<file path="config.mk">
export PLATFORM = sky130hd
export DESIGN_NAME = partition_allocator_unit_flat
export DESIGN_NICKNAME = d
export VERILOG_FILES = /design/src/pa_pkg.sv /design/src/pa_if.sv /design/src/pa_table.sv /design/src/pa_ctrl.sv /design/src/partition_allocator_unit.sv /design/src/flat_wrapper.sv
export SDC_FILE = /design/constraint.sdc
export NUM_CORES = 1
export LEC_CHECK = 0
export BUFFER_PORTS_ARGS = -buffer_cell sky130_fd_sc_hd__buf_2
export CORE_MARGIN = 2
export CORE_UTILIZATION = 50
export CTS_CLUSTER_SIZE = 16
export DETAILED_ROUTE_END_ITERATION = 8
export PLACE_DENSITY = 0.7
export SLEW_MARGIN = 20
export SYNTH_ARGS = -nofsm -noshare
export SYNTH_HDL_FRONTEND = slang
export SYNTH_SLANG_ARGS = --single-unit
</file>
<file path="constraint.sdc">
create_clock -name clk -period 7.3 [get_ports clk]
set_clock_uncertainty 0.1 [all_clocks]
set_input_delay 1.825 -clock clk [delete_from_list [all_inputs] [get_ports clk]]
set_output_delay 1.825 -clock clk [all_outputs]
set_load 0.005 [all_outputs]
</file>
<file path="src/pa_pkg.sv">
package pa_pkg;

  localparam int MAX_PARTS = 16;
  localparam int IDX_W = 4;
  localparam int CNT_W = 5;
  localparam int ADDR_W = 16;
  localparam logic [ADDR_W-1:0] RESERVED_SIZE = 16'd30;
  localparam logic [15:0] HANDLE_MAX = 16'hFFFF;
  localparam logic [15:0] TOTAL_RESET = 16'd1024;
  localparam logic [1:0] POLICY_RESET = 2'd1;

  localparam logic [1:0] ST_OK = 2'd0;
  localparam logic [1:0] ST_NOFIT = 2'd1;
  localparam logic [1:0] ST_BADHANDLE = 2'd2;
  localparam logic [1:0] ST_EXHAUSTED = 2'd3;

  localparam logic ACT_REQUEST = 1'b0;
  localparam logic ACT_FREE = 1'b1;

  localparam logic [1:0] POL_FIRST = 2'd0;
  localparam logic [1:0] POL_BEST = 2'd1;
  localparam logic [1:0] POL_WORST = 2'd2;

  localparam logic [0:0] REG_TOTAL = 1'd0;
  localparam logic [0:0] REG_POLICY = 1'd1;

  typedef struct packed {
    logic [ADDR_W-1:0] start;
    logic [ADDR_W-1:0] len;
    logic used;
    logic [15:0] id;
  } entry_t;

  typedef struct packed {
    logic action;
    logic [15:0] alloc_size;
    logic [15:0] free_handle;
  } req_t;

  typedef struct packed {
    logic [1:0] status;
    logic [15:0] granted_handle;
    logic [15:0] start_addr;
  } rsp_t;

  typedef struct packed {
    logic [0:0] index;
    logic [15:0] data;
  } cfg_t;

endpackage

</file>
<file path="src/pa_if.sv">
interface pa_req_if;
  logic valid;
  logic ready;
  pa_pkg::req_t data;
  modport source (output valid, output data, input ready);
  modport sink (input valid, input data, output ready);
endinterface

interface pa_rsp_if;
  logic valid;
  logic ready;
  pa_pkg::rsp_t data;
  modport source (output valid, output data, input ready);
  modport sink (input valid, input data, output ready);
endinterface

interface pa_cfg_if;
  logic valid;
  logic ready;
  pa_pkg::cfg_t data;
  modport source (output valid, output data, input ready);
  modport sink (input valid, input data, output ready);
endinterface

</file>
<file path="src/pa_table.sv">
module pa_table (
  input  logic clk,
  input  logic we,
  input  logic [pa_pkg::IDX_W-1:0] waddr,
  input  pa_pkg::entry_t wdata,
  input  logic [pa_pkg::IDX_W-1:0] raddr,
  output pa_pkg::entry_t rdata
);

  pa_pkg::entry_t mem [pa_pkg::MAX_PARTS];

  always_ff @(posedge clk) begin
    if (we) begin
      mem[waddr] <= wdata;
    end
    rdata <= mem[raddr];
  end

endmodule

</file>
<file path="src/pa_ctrl.sv">
module pa_ctrl (
  input  logic clk,
  input  logic rst,
  pa_req_if.sink req,
  pa_rsp_if.source rsp,
  pa_cfg_if.sink cfg
);

  localparam logic [3:0] S_INIT0 = 4'd0;
  localparam logic [3:0] S_INIT1 = 4'd1;
  localparam logic [3:0] S_IDLE = 4'd2;
  localparam logic [3:0] S_SCAN = 4'd3;
  localparam logic [3:0] S_DECIDE = 4'd4;
  localparam logic [3:0] S_SHUP = 4'd5;
  localparam logic [3:0] S_SPLIT = 4'd6;
  localparam logic [3:0] S_FREE_NB = 4'd7;
  localparam logic [3:0] S_FREE_PV = 4'd8;
  localparam logic [3:0] S_SHDN = 4'd9;
  localparam logic [3:0] S_OUT = 4'd10;

  logic [3:0] state;
  logic [15:0] total_size;
  logic [1:0] fit_policy;
  logic [pa_pkg::CNT_W-1:0] part_count;
  logic [15:0] next_id;
  pa_pkg::req_t cur;
  pa_pkg::rsp_t res;

  logic [pa_pkg::CNT_W-1:0] ridx;
  logic rpend;
  logic [pa_pkg::CNT_W-1:0] rtag;
  pa_pkg::entry_t rdata;

  logic found;
  logic [pa_pkg::IDX_W-1:0] pick;
  pa_pkg::entry_t pent;
  logic prev_ok;
  logic [pa_pkg::CNT_W-1:0] ptr;
  logic [pa_pkg::CNT_W-1:0] lim;
  pa_pkg::entry_t carry;
  logic merged_nb;
  logic shpend;

  logic we;
  logic [pa_pkg::IDX_W-1:0] waddr;
  pa_pkg::entry_t wdata;
  logic [pa_pkg::IDX_W-1:0] raddr;

  logic rsp_full;

  pa_table u_table (
    .clk(clk), .we(we), .waddr(waddr), .wdata(wdata), .raddr(raddr), .rdata(rdata)
  );

  assign cfg.ready = (state == S_IDLE) && !rsp_full;
  assign req.ready = (state == S_IDLE) && !rsp_full && !cfg.valid;
  assign rsp.valid = rsp_full;
  assign rsp.data = res;

  logic cand;
  logic better;
  always_comb begin
    cand = !rdata.used && rdata.len >= cur.alloc_size && rdata.len != '0
           && cur.alloc_size != '0;
    better = 1'b0;
    if (cand) begin
      case (fit_policy)
        pa_pkg::POL_FIRST: better = !found;
        pa_pkg::POL_WORST: better = !found || rdata.len >= pent.len;
        default:           better = !found || rdata.len < pent.len;
      endcase
    end
  end

  always_comb begin
    we = 1'b0;
    waddr = '0;
    wdata = '0;
    raddr = ridx[pa_pkg::IDX_W-1:0];
    case (state)
      S_INIT0: begin
        we = 1'b1;
        waddr = '0;
        wdata = '{start: '0, len: pa_pkg::RESERVED_SIZE, used: 1'b1, id: 16'd0};
      end
      S_INIT1: begin
        we = total_size > 16'(pa_pkg::RESERVED_SIZE);
        waddr = 4'd1;
        wdata = '{start: pa_pkg::RESERVED_SIZE,
                  len: total_size - 16'(pa_pkg::RESERVED_SIZE), used: 1'b0, id: 16'd1};
      end
      S_SHUP: begin
        if (shpend && ptr > 5'(pick)) begin
          we = 1'b1;
          waddr = ptr[pa_pkg::IDX_W-1:0];
          wdata = rdata;
        end
      end
      S_SPLIT: begin
        we = 1'b1;
        waddr = pick;
        wdata = '{start: pent.start, len: cur.alloc_size, used: 1'b1, id: next_id + 16'd1};
      end
      S_FREE_NB: begin
        we = 1'b1;
        waddr = pick;
        wdata = carry;
      end
      S_FREE_PV: begin
        we = 1'b1;
        waddr = pick;
        wdata = carry;
      end
      S_SHDN: begin
        we = 1'b1;
        if (shpend) begin
          waddr = 4'(ptr - 5'd1);
          wdata = rdata;
        end else begin
          waddr = pick;
          wdata = carry;
        end
      end
      default: ;
    endcase
  end

  always_ff @(posedge clk) begin
    if (rst) begin
      state <= S_INIT0;
      total_size <= pa_pkg::TOTAL_RESET;
      fit_policy <= pa_pkg::POLICY_RESET;
      part_count <= 5'd2;
      next_id <= 16'd1;
      rsp_full <= 1'b0;
      rpend <= 1'b0;
      ridx <= '0;
    end else begin
      if (rsp_full && rsp.ready) begin
        rsp_full <= 1'b0;
      end
      case (state)
        S_INIT0: state <= S_INIT1;
        S_INIT1: begin
          part_count <= (total_size > 16'(pa_pkg::RESERVED_SIZE)) ? 5'd2 : 5'd1;
          next_id <= 16'd1;
          state <= S_IDLE;
        end
        S_IDLE: begin
          if (cfg.valid && cfg.ready) begin
            if (cfg.data.index == pa_pkg::REG_TOTAL) begin
              total_size <= cfg.data.data;
              state <= S_INIT0;
            end else begin
              fit_policy <= cfg.data.data[1:0];
            end
          end else if (req.valid && req.ready) begin
            cur <= req.data;
            res <= '0;
            found <= 1'b0;
            ridx <= 5'd1;
            rpend <= 1'b0;
            state <= S_SCAN;
          end
        end
        S_SCAN: begin
          if (rpend) begin
            if (cur.action == pa_pkg::ACT_REQUEST) begin
              if (better) begin
                found <= 1'b1;
                pick <= rtag[pa_pkg::IDX_W-1:0];
                pent <= rdata;
              end
            end else if (!found && rdata.used && rdata.id == cur.free_handle) begin
              found <= 1'b1;
              pick <= rtag[pa_pkg::IDX_W-1:0];
              pent <= rdata;
            end
          end
          if (ridx < part_count) begin
            rtag <= ridx;
            rpend <= 1'b1;
            ridx <= ridx + 5'd1;
          end else begin
            rpend <= 1'b0;
            if (!rpend) state <= S_DECIDE;
          end
        end
        S_DECIDE: begin
          if (cur.action == pa_pkg::ACT_REQUEST) begin
            if (!found) begin
              res.status <= pa_pkg::ST_NOFIT;
              state <= S_OUT;
            end else if (next_id >= pa_pkg::HANDLE_MAX) begin
              res.status <= pa_pkg::ST_EXHAUSTED;
              state <= S_OUT;
            end else if (pent.len == cur.alloc_size) begin
              carry <= '{start: pent.start, len: pent.len, used: 1'b1,
                         id: next_id + 16'd1};
              next_id <= next_id + 16'd1;
              res <= '{status: pa_pkg::ST_OK, granted_handle: next_id + 16'd1,
                       start_addr: pent.start};
              state <= S_FREE_NB;
              merged_nb <= 1'b1;
            end else if (part_count >= 5'(pa_pkg::MAX_PARTS)) begin
              res.status <= pa_pkg::ST_EXHAUSTED;
              state <= S_OUT;
            end else begin
              res <= '{status: pa_pkg::ST_OK, granted_handle: next_id + 16'd1,
                       start_addr: pent.start};
              ptr <= part_count;
              ridx <= part_count - 5'd1;
              shpend <= 1'b0;
              state <= S_SHUP;
            end
          end else begin
            if (!found || cur.free_handle == 16'd0) begin
              res.status <= pa_pkg::ST_BADHANDLE;
              state <= S_OUT;
            end else begin
              res <= '{status: pa_pkg::ST_OK, granted_handle: 16'd0, start_addr: pent.start};
              carry <= '{start: pent.start, len: pent.len, used: 1'b0, id: pent.id};
              merged_nb <= 1'b0;
              ridx <= 5'(pick) + 5'd1;
              rpend <= 1'b0;
              state <= S_FREE_NB;
            end
          end
        end
        S_SHUP: begin
          if (shpend) ptr <= ptr - 5'd1;
          if (shpend && ptr == 5'(pick) + 5'd1) begin
            state <= S_SPLIT;
          end else begin
            shpend <= 1'b1;
            ridx <= ridx - 5'd1;
          end
        end
        S_SPLIT: begin
          carry <= '{start: pent.start + cur.alloc_size, len: pent.len - cur.alloc_size,
                     used: 1'b0, id: pent.id};
          pick <= pick + 4'd1;
          part_count <= part_count + 5'd1;
          next_id <= next_id + 16'd1;
          merged_nb <= 1'b1;
          state <= S_FREE_NB;
        end
        S_FREE_NB: begin
          if (merged_nb) begin
            state <= S_OUT;
          end else if (!rpend) begin
            rpend <= 1'b1;
          end else begin
            rpend <= 1'b0;
            merged_nb <= 1'b1;
            if (5'(pick) + 5'd1 < part_count && !rdata.used) begin
              carry.len <= carry.len + rdata.len;
              lim <= 5'(pick) + 5'd1;
              prev_ok <= 1'b1;
            end else begin
              prev_ok <= 1'b0;
            end
            ridx <= 5'(pick) - 5'd1;
            state <= S_FREE_PV;
          end
        end
        S_FREE_PV: begin
          if (!rpend) begin
            rpend <= 1'b1;
          end else begin
            rpend <= 1'b0;
            if (!rdata.used) begin
              carry <= '{start: rdata.start, len: rdata.len + carry.len,
                         used: 1'b0, id: rdata.id};
              pick <= pick - 4'd1;
              if (prev_ok) begin
                ptr <= lim;
                part_count <= part_count - 5'd2;
                lim <= part_count - 5'd1;
                ridx <= lim + 5'd1;
              end else begin
                ptr <= 5'(pick) + 5'd1;
                part_count <= part_count - 5'd1;
                lim <= part_count;
                ridx <= 5'(pick) + 5'd1;
              end
              shpend <= 1'b0;
              state <= S_SHDN;
            end else if (prev_ok) begin
              ptr <= lim + 5'd1;
              lim <= part_count;
              part_count <= part_count - 5'd1;
              ridx <= lim + 5'd1;
              shpend <= 1'b0;
              state <= S_SHDN;
            end else begin
              state <= S_OUT;
            end
          end
        end
        S_SHDN: begin
          if (!shpend && ptr >= lim) begin
            state <= S_OUT;
          end else if (shpend) begin
            ptr <= ptr + 5'd1;
            ridx <= ridx + 5'd1;
            shpend <= (ptr + 5'd1 < lim);
            if (ptr + 5'd1 >= lim) state <= S_OUT;
          end else begin
            shpend <= 1'b1;
            ridx <= ridx + 5'd1;
          end
        end
        S_OUT: begin
          rsp_full <= 1'b1;
          state <= S_IDLE;
        end
        default: state <= S_IDLE;
      endcase
    end
  end

endmodule

</file>
<file path="src/partition_allocator_unit.sv">
// partition allocator: an address-ordered table of variable partitions
// channels: req (action, alloc_size, free_handle), rsp (status,
//   granted_handle, start_addr), cfg (index 0 total_size, 1 fit_policy)
// every request gives exactly one response on rsp
// sequence: a table scan of one memory read per entry, a decide step and
//   an output step, then for a split a shift of one entry per cycle, and
//   for a free two neighbor reads plus, when a neighbor merges, a shift
//   down of the entries above; each read uses the single read port of
//   the table memory
// one request is in work at a time; req.ready is low while it runs
// a finished response waits in the output register while rsp.ready is
//   low, and no new request or config write is taken until it leaves
// reset (rst, synchronous): total_size 1024, best fit; the table is rebuilt
//   in S_INIT0 and S_INIT1 with the 30-unit reserved partition and, if
//   total_size > 30, one free partition; a total_size write does the same
module partition_allocator_unit (
  input logic clk,
  input logic rst,
  pa_req_if.sink req,
  pa_rsp_if.source rsp,
  pa_cfg_if.sink cfg
);

  pa_ctrl u_ctrl (
    .clk(clk), .rst(rst), .req(req), .rsp(rsp), .cfg(cfg)
  );

endmodule
</file>
<file path="src/flat_wrapper.sv">
// flat-port wrapper written by rule: the top's interface ports become plain ports
module partition_allocator_unit_flat 
  (clk, rst, req_valid, req_data, req_ready, rsp_valid, rsp_data, rsp_ready, cfg_valid, cfg_data, cfg_ready);
  pa_req_if req_i ();
  pa_rsp_if rsp_i ();
  pa_cfg_if cfg_i ();
  input logic clk;
  input logic rst;
  input wire logic [$bits(req_i.valid)-1:0] req_valid;
  input wire logic [$bits(req_i.data)-1:0] req_data;
  output wire logic [$bits(req_i.ready)-1:0] req_ready;
  output wire logic [$bits(rsp_i.valid)-1:0] rsp_valid;
  output wire logic [$bits(rsp_i.data)-1:0] rsp_data;
  input wire logic [$bits(rsp_i.ready)-1:0] rsp_ready;
  input wire logic [$bits(cfg_i.valid)-1:0] cfg_valid;
  input wire logic [$bits(cfg_i.data)-1:0] cfg_data;
  output wire logic [$bits(cfg_i.ready)-1:0] cfg_ready;
  assign req_i.valid = req_valid;
  assign req_i.data = req_data;
  assign req_ready = req_i.ready;
  assign rsp_valid = rsp_i.valid;
  assign rsp_data = rsp_i.data;
  assign rsp_i.ready = rsp_ready;
  assign cfg_i.valid = cfg_valid;
  assign cfg_i.data = cfg_data;
  assign cfg_ready = cfg_i.ready;
  partition_allocator_unit u_core (.clk(clk), .rst(rst), .req(req_i), .rsp(rsp_i), .cfg(cfg_i));
endmodule
</file>
==> summary.txt, run 1 <==
Setup CP Type = register to register
Power Density = 354 nW/um^2
Fillers = 6762
Hold Slack = 369 ps
Wirelength per Cell = 30.2 um
Die ar. = 94600 sq um
Area share of the largest cell type after synthesis = 0.632
CTS Hold Buffers Added = 0
Final wirelength = 127 mm
RSZ-0062 raised after global routing = false
Fin area = 52000 sq um
R2R depth = 8
Hold endpoint = u_core.u_ctrl.pent[40]
CP top delay family = simple AND/OR/NAND/NOR gates
Largest net degree at the start of global routing = 108
Port Buffers = 91
DP HPWL = 78.3 mm
Clock Path Buffers = 3
1st-pass router iterations = 6
Global route overflow = 0
Site Rows = 111
FMAX = 0.196 GHz
Insertion delay to the later sink of the worst-skew pair = 710 ps
Multi-input logic area = 14300 sq um
Placed Instance Area = 48200 sq um
Ys flop type = edfxtp_1
Worst-Margin Slew = 1150 ps
Worst Path Buf+Inv = 1
Total GRT Usage = 0.269
Worst setup margin = 2200 ps
R2r endpoint = u_core.u_ctrl.u_table.mem[0][30]
Synth async-reset ratio = 0
Area leader, netlist = edfxtp_1
Reg area = 31100 sq um
DR DRC count = 0
DR vias = 27500
Number of synthesized flops with an enable pin = 970
Met2 WL = 59.2 mm
Share of layout cells above drive strength 1 = 0.214
Top cells by area, synth = edfxtp_1 63%, mux4_2 12%, dfxtp_1 4.3%
Core ar. = 91500 sq um
Finished Layout Cells = 4203
Hold depth = 0
Synth Cell Area = 46100 sq um
Fin crit period = 5100 ps
Final antenna-violating net count = 0
Setup TNS = 0 ps
Leakage Power = 17.7 nW
Routability Congestion = 0.926
# resized after CTS = 0
Die X = 308 um
Final #Nets = 3099
Starting Density = 0.503
Cells after DPL = 3996
Net count after synthesis = 2969
Die height = 308 um
Count of final setup violators = 0
Hold Fails Final Rpt = 0
CP Launch Type = register
WL met1 = 50.0 mm
Cells after Synth = 2792
Required time of the critical path = 7530 ps
Min-delay src = u_core.u_ctrl.u_table.rdata[40]
Setup crit end kind = register
Syn Area/Cell = 16.5 sq um
HP Class = register to register
Slew HR = 0.229
Io pins = 92
1st-iter DRT viols = 3753
Via density = 6.53
YS warnings = 0
Status = finished clean
Postcts setup bufs = 0
Netlist cell types = 87
Met3 wire length = 12.6 mm
CTS Root Cell = clkbuf_16
Clock sinks = 1069
Place WS = 2340 ps
Top Metal Used = met4
RR Startpoint = u_core.u_ctrl.state[2]
Initial antenna violation count = 2
Reg clk slew, reported paths = 60 ps
Layout area overhead = 13.0%
Finished Core Util = 0.569
Crit Path Max Fanout = 26
Crit share post-route = 0.698
CTS Buf Count = 106
Maximum VDD drop = 0.207 mV
Max cap viols = 0
Crit-path slowest cell = nor2_4
Max Slew Vio Count = 0
First-pass GRT wire length = 185 mm
Sequential area share after synthesis = 0.675
CP arrival = 5330 ps
CTS tree = done
CP peak stage delay = 990 ps
Critical-path cell list = nor2_1, and3_1, nand2_1, o21bai_1, a221oi_1, nand3b_1, nor2_4, buf_4
#FFs+latches synth = 1069
Total power = 18.4 mW
FF-to-FF setup slack = 2200 ps
H-tree levels = 3
Via count of the first global-routing pass = 27400
==> final cells by class <==
type	count	area share
multi-input cells	1500	0.274
well taps	1186	0.0285
inverters	88	0.00635
repair buffers	157	0.0202
diodes	1	0.0000481
clock inverters	74	0.0184
flip-flops and latches	1069	0.598
clock buffers	128	0.0541
==> cells in the mapped netlist (29+ instances only) <==
master,count
nand3_1,33
a22oi_1,40
o21ai_0,100
ha_1,117
xor2_1,48
inv_1,86
a21oi_1,102
nor3_1,37
edfxtp_1,970
buf_1,35
nand2_1,133
xnor2_1,58
mux2i_1,29
clkbuf_1,81
dfxtp_1,99
mux4_2,245
nor2_1,180
a21o_1,40
==> state kept, by name, indices dropped and copies added, names as in the netlist, 2 cells and up <==
name	flops
u_core.u_ctrl.rtag	4
u_core.u_ctrl.cur	33
u_core.u_ctrl.pent	48
u_core.u_ctrl.total_size	16
u_core.u_ctrl.lim	5
u_core.u_ctrl.pick	4
u_core.u_ctrl.u_table.mem	784
u_core.u_ctrl.ridx	5
u_core.u_ctrl.fit_policy	2
u_core.u_ctrl.carry	49
u_core.u_ctrl.ptr	5
u_core.u_ctrl.state	4
u_core.u_ctrl.u_table.rdata	49
u_core.u_ctrl.next_id	16
u_core.u_ctrl.part_count	5
u_core.u_ctrl.rsp.data	34
==> kinds of logic (layout without fill, tap and decap cells) <==
logic type      count (synthesis)  after routing  synth area share
compound gates                460            460            0.0690
xor+xnor                      106            106            0.0202
fa+ha+maj                     122            122            0.0340
buf+inv                       223            447            0.0189
flops                        1069           1069             0.675
mux                           276            276             0.127
other cells                     0              1                 0
simple gates                  536            536            0.0559
==> power by group <==
part / switching (mW) / leakage, nW / total [mW] / internal, mW
clock network: 2.42 / 1.84 / 5.84 / 3.42
registers: 0.542 / 9.83 / 8.38 / 7.84
logic: 2.55 / 6.06 / 4.23 / 1.67
total: 5.52 / 17.7 / 18.4 / 12.9
==> routing by layer <==
layer	up-vias	track usage
met5	-	0
met4	0	0.107
met3	286	0.0482
met2	1740	0.419
met1	14000	0.380
li1	11400	-
==> layout by cell type, fill, tap and decap left out, drive strengths merged, types with 29 or more instances in the layout <==
| cell | netlist | layout |
|---|---|---|
| a22oi | 41 | 41 |
| nor2 | 184 | 184 |
| nand2 | 134 | 134 |
| mux4 | 245 | 245 |
| xor2 | 48 | 48 |
| ha | 117 | 117 |
| edfxtp | 970 | 970 |
| dfxtp | 99 | 99 |
| nor3 | 38 | 38 |
| mux2i | 29 | 29 |
| inv | 88 | 93 |
| a21o | 40 | 40 |
| xnor2 | 58 | 58 |
| buf | 54 | 156 |
| a21oi | 104 | 104 |
| o21ai | 103 | 103 |
| nand3 | 37 | 37 |
| clkinv | 0 | 44 |
| clkbuf | 81 | 129 |
==> worst max path at each step <==
stage / startpoint / endpoint / slack (ps) / depth (start not counted)
final: u_core.u_ctrl.state[2] / u_core.u_ctrl.u_table.mem[0][30] / 2200 / 8
after floorplan: rst / u_core.u_ctrl.pent[0] / 1440 / 3
after detailed placement: u_core.u_ctrl.state[2] / u_core.u_ctrl.u_table.mem[0][33] / 2340 / 8
after global routing: u_core.u_ctrl.state[2] / u_core.u_ctrl.u_table.mem[0][36] / 2020 / 8
after global placement: u_core.u_ctrl.pick[1] / u_core.u_ctrl.u_table.mem[0][30] / 2380 / 12
after CTS: u_core.u_ctrl.state[2] / u_core.u_ctrl.u_table.mem[0][30] / 2310 / 8
No activity file was read; power rests on OpenSTA's default activity.
==> run 2, diff against run 1 <==
==> constraint.sdc (replaced) <==
create_clock -name clk -period 4.7 [get_ports clk]
set_clock_uncertainty 0.1 [all_clocks]
set_input_delay 1.175 -clock clk [delete_from_list [all_inputs] [get_ports clk]]
set_output_delay 1.175 -clock clk [all_outputs]
set_load 0.005 [all_outputs]
==> run 2 against run 1 <==
- clock power up 42%
- maximum frequency up 27%
- flip-flop and latch count unchanged
- non-clock buffer count up 22
- via count down 0.44%
- critical path type unchanged
- cell area down 0.18%
- largest power group unchanged
- sequential power up 55%
- highest routed layer is now met5
- global-route usage down 0.26 points
- critical endpoint is now u_core.u_ctrl.u_table.mem[2][12]
- power up 52%
- sequential share of layout area up 0.11 points
- count of clock-buffer cells in the layout up 13
==> summary.txt, run 2 (synthesis results as in run 1) <==
Max reg flops = 784 (unchanged)
CTS Buf Count = 105 (was 106)
Total power = 28.0 mW (was 18.4 mW)
Total GRT Usage = 0.266 (was 0.269)
CTS tree = done (unchanged)
Finished Layout Cells = 4219 (was 4203)
Largest net degree at the start of global routing = 143 (was 108)
H-tree levels = 3 (unchanged)
Most frequent cells in the layout = 970 x edfxtp_1, 245 x mux4_2, 163 x nor2_1 (unchanged)
Worst-Margin Slew = 1100 ps (was 1150 ps)
R2R depth = 12 (was 8)
Site Rows = 111 (unchanged)
Slew HR = 0.265 (was 0.229)
Commonest non-fill, non-tap cell in the layout = edfxtp_1 (unchanged)
Final wirelength = 126 mm (was 127 mm)
Setup CP Type = register to register (unchanged)
CP most frequent cell = o21a_1
CTS Hold Buffers Added = 0 (unchanged)
Maximum VDD drop = 0.495 mV (was 0.207 mV)
CP Launch Type = register (unchanged)
Initial antenna violation count = 5 (was 2)
1st-pass router iterations = 7 (was 6)
# resized after CTS = 0 (unchanged)
Via density = 6.48 (was 6.53)
Setup crit end kind = register (unchanged)
First-pass GRT wire length = 184 mm (was 185 mm)
Max Slew Vio Count = 0 (unchanged)
Crit share post-route = 0.852 (was 0.698)
FF-to-FF setup slack = 700 ps (was 2200 ps)
R2r endpoint = u_core.u_ctrl.u_table.mem[2][12] (was u_core.u_ctrl.u_table.mem[0][30])
Wirelength per Cell = 29.8 um (was 30.2 um)
Die ar. = 94600 sq um (unchanged)
Final antenna-violating net count = 0 (unchanged)
Hold Fails Final Rpt = 0 (unchanged)
Share of layout cells above drive strength 1 = 0.212 (was 0.214)
Hold depth = 0 (unchanged)
DR vias = 27300 (was 27500)
Insertion delay to the later sink of the worst-skew pair = 700 ps (was 710 ps)
Starting Density = 0.503 (unchanged)
Core ar. = 91500 sq um (unchanged)
CP peak stage delay = 570 ps (was 990 ps)
CTS Root Cell = clkbuf_16 (unchanged)
Hold endpoint = u_core.u_ctrl.pent[48] (was u_core.u_ctrl.pent[40])
Via count of the first global-routing pass = 27200 (was 27400)
Reg clk slew, reported paths = 70 ps (was 60 ps)
Worst setup margin = 698 ps (was 2200 ps)
Clock Path Buffers = 3 (unchanged)
Io pins = 92 (unchanged)
Status = finished clean (unchanged)
# diodes = 0 (was 1)
Postcts setup bufs = 0 (unchanged)
Fin crit period = 4000 ps (was 5100 ps)
RR Startpoint = u_core.u_ctrl.ptr[1] (was u_core.u_ctrl.state[2])
Max cap viols = 0 (unchanged)
Cells after DPL = 4021 (was 3996)
Die height = 308 um (unchanged)
Crit Path Max Fanout = 25 (was 26)
Placed Instance Area = 48600 sq um (was 48200 sq um)
Count of final setup violators = 0 (unchanged)
1st-iter DRT viols = 4106 (was 3753)
Required time of the critical path = 4950 ps (was 7530 ps)
FMAX = 0.250 GHz (was 0.196 GHz)
Critical-path cell list = ha_1, nor2b_1, o21a_1, o21a_1, o21ai_0, a21oi_2, o21bai_1, a221oi_1, buf_4, nand3b_1, nor2_4, buf_12 (was nor2_1, and3_1, nand2_1, o21bai_1, a221oi_1, nand3b_1, nor2_4, buf_4)
Crit-path slowest cell = edfxtp_1 (was nor2_4)
Power Density = 538 nW/um^2 (was 354 nW/um^2)
Top flop regs = u_core.u_ctrl.u_table.mem (784), u_core.u_ctrl.carry (49), u_core.u_ctrl.u_table.rdata (49) (unchanged)
Routability Congestion = 0.979 (was 0.926)
Hold Slack = 373 ps (was 369 ps)
Global route overflow = 0 (unchanged)
RSZ-0062 raised after global routing = false (unchanged)
CP arrival = 4250 ps (was 5330 ps)
HP Class = register to register (unchanged)
Final #Nets = 3120 (was 3099)
Layout area overhead = 12.8% (was 13.0%)
Leakage Power = 17.7 nW (about the same)
Fin area = 52000 sq um (about the same)
Die X = 308 um (unchanged)
DR DRC count = 0 (unchanged)
DP HPWL = 78.2 mm (was 78.3 mm)
Place WS = 774 ps (was 2340 ps)
Min-delay src = u_core.u_ctrl.u_table.rdata[48] (was u_core.u_ctrl.u_table.rdata[40])
Port Buffers = 91 (unchanged)
Clock sinks = 1069 (unchanged)
Largest Register = u_core.u_ctrl.u_table.mem (unchanged)
run 2: per-stage QoR:
stage | TNS, ps | utilization
6_report | 0 | 0.568
4_1_cts | 0 | 0.568
3_5_place_dp | 0 | 0.531
3_3_place_gp | 0 | 0.531
2_1_floorplan | -74010 | -
5_1_grt | 0 | 0.568
run 2: critical path: cells and delay by family (launching register included):
kind                     cells  cell delay [ps]
AO/OA/AOI/OAI                6             1160
AND/OR/NAND/NOR              3              970
flip-flops                   1              570
buffers and inverters        2              470
adder cells (fa/ha/maj)      1              360
run 2: report_power, final:
part | switching, mW | leakage (nW) | internal [mW] | total [mW]
Sequential | 0.822 | 9.83 | 12.2 | 13.0
Clock | 3.58 | 1.65 | 4.70 | 8.29
Combinational | 4.03 | 6.21 | 2.67 | 6.69
run 2: final cells by class:
class | count | area [sq um]
Clock inverter | 56 | 542
Inverter | 88 | 330
Multi-Input combinational cell | 1500 | 14300
Tap cell | 1186 | 1480
Timing Repair Buffer | 179 | 1370
Clock buffer | 141 | 2840
Fill cell | 6779 | 39600
Sequential cell | 1069 | 31100
run 2: worst max path at each step:
stage                                from                          endpoint  slack (ps)  depth (start not counted)
floorplan           u_core.u_ctrl.pick[1]   u_core.u_ctrl.u_table.mem[4][0]        -230                         11
global placement    u_core.u_ctrl.pick[1]  u_core.u_ctrl.u_table.mem[2][13]         700                         13
global route        u_core.u_ctrl.pick[1]  u_core.u_ctrl.u_table.mem[2][12]         490                         13
detailed placement  u_core.u_ctrl.pick[1]  u_core.u_ctrl.u_table.mem[2][14]         770                         13
CTS                 u_core.u_ctrl.pick[1]  u_core.u_ctrl.u_table.mem[2][12]         720                         13
finish               u_core.u_ctrl.ptr[1]  u_core.u_ctrl.u_table.mem[2][12]         700                         12
run 2: per-layer routing:
metal  GRT usage  share of wire
met4      0.0694          0.022
met2       0.413           0.46
met3      0.0495           0.10
met5           0        0.00029
met1       0.392           0.41
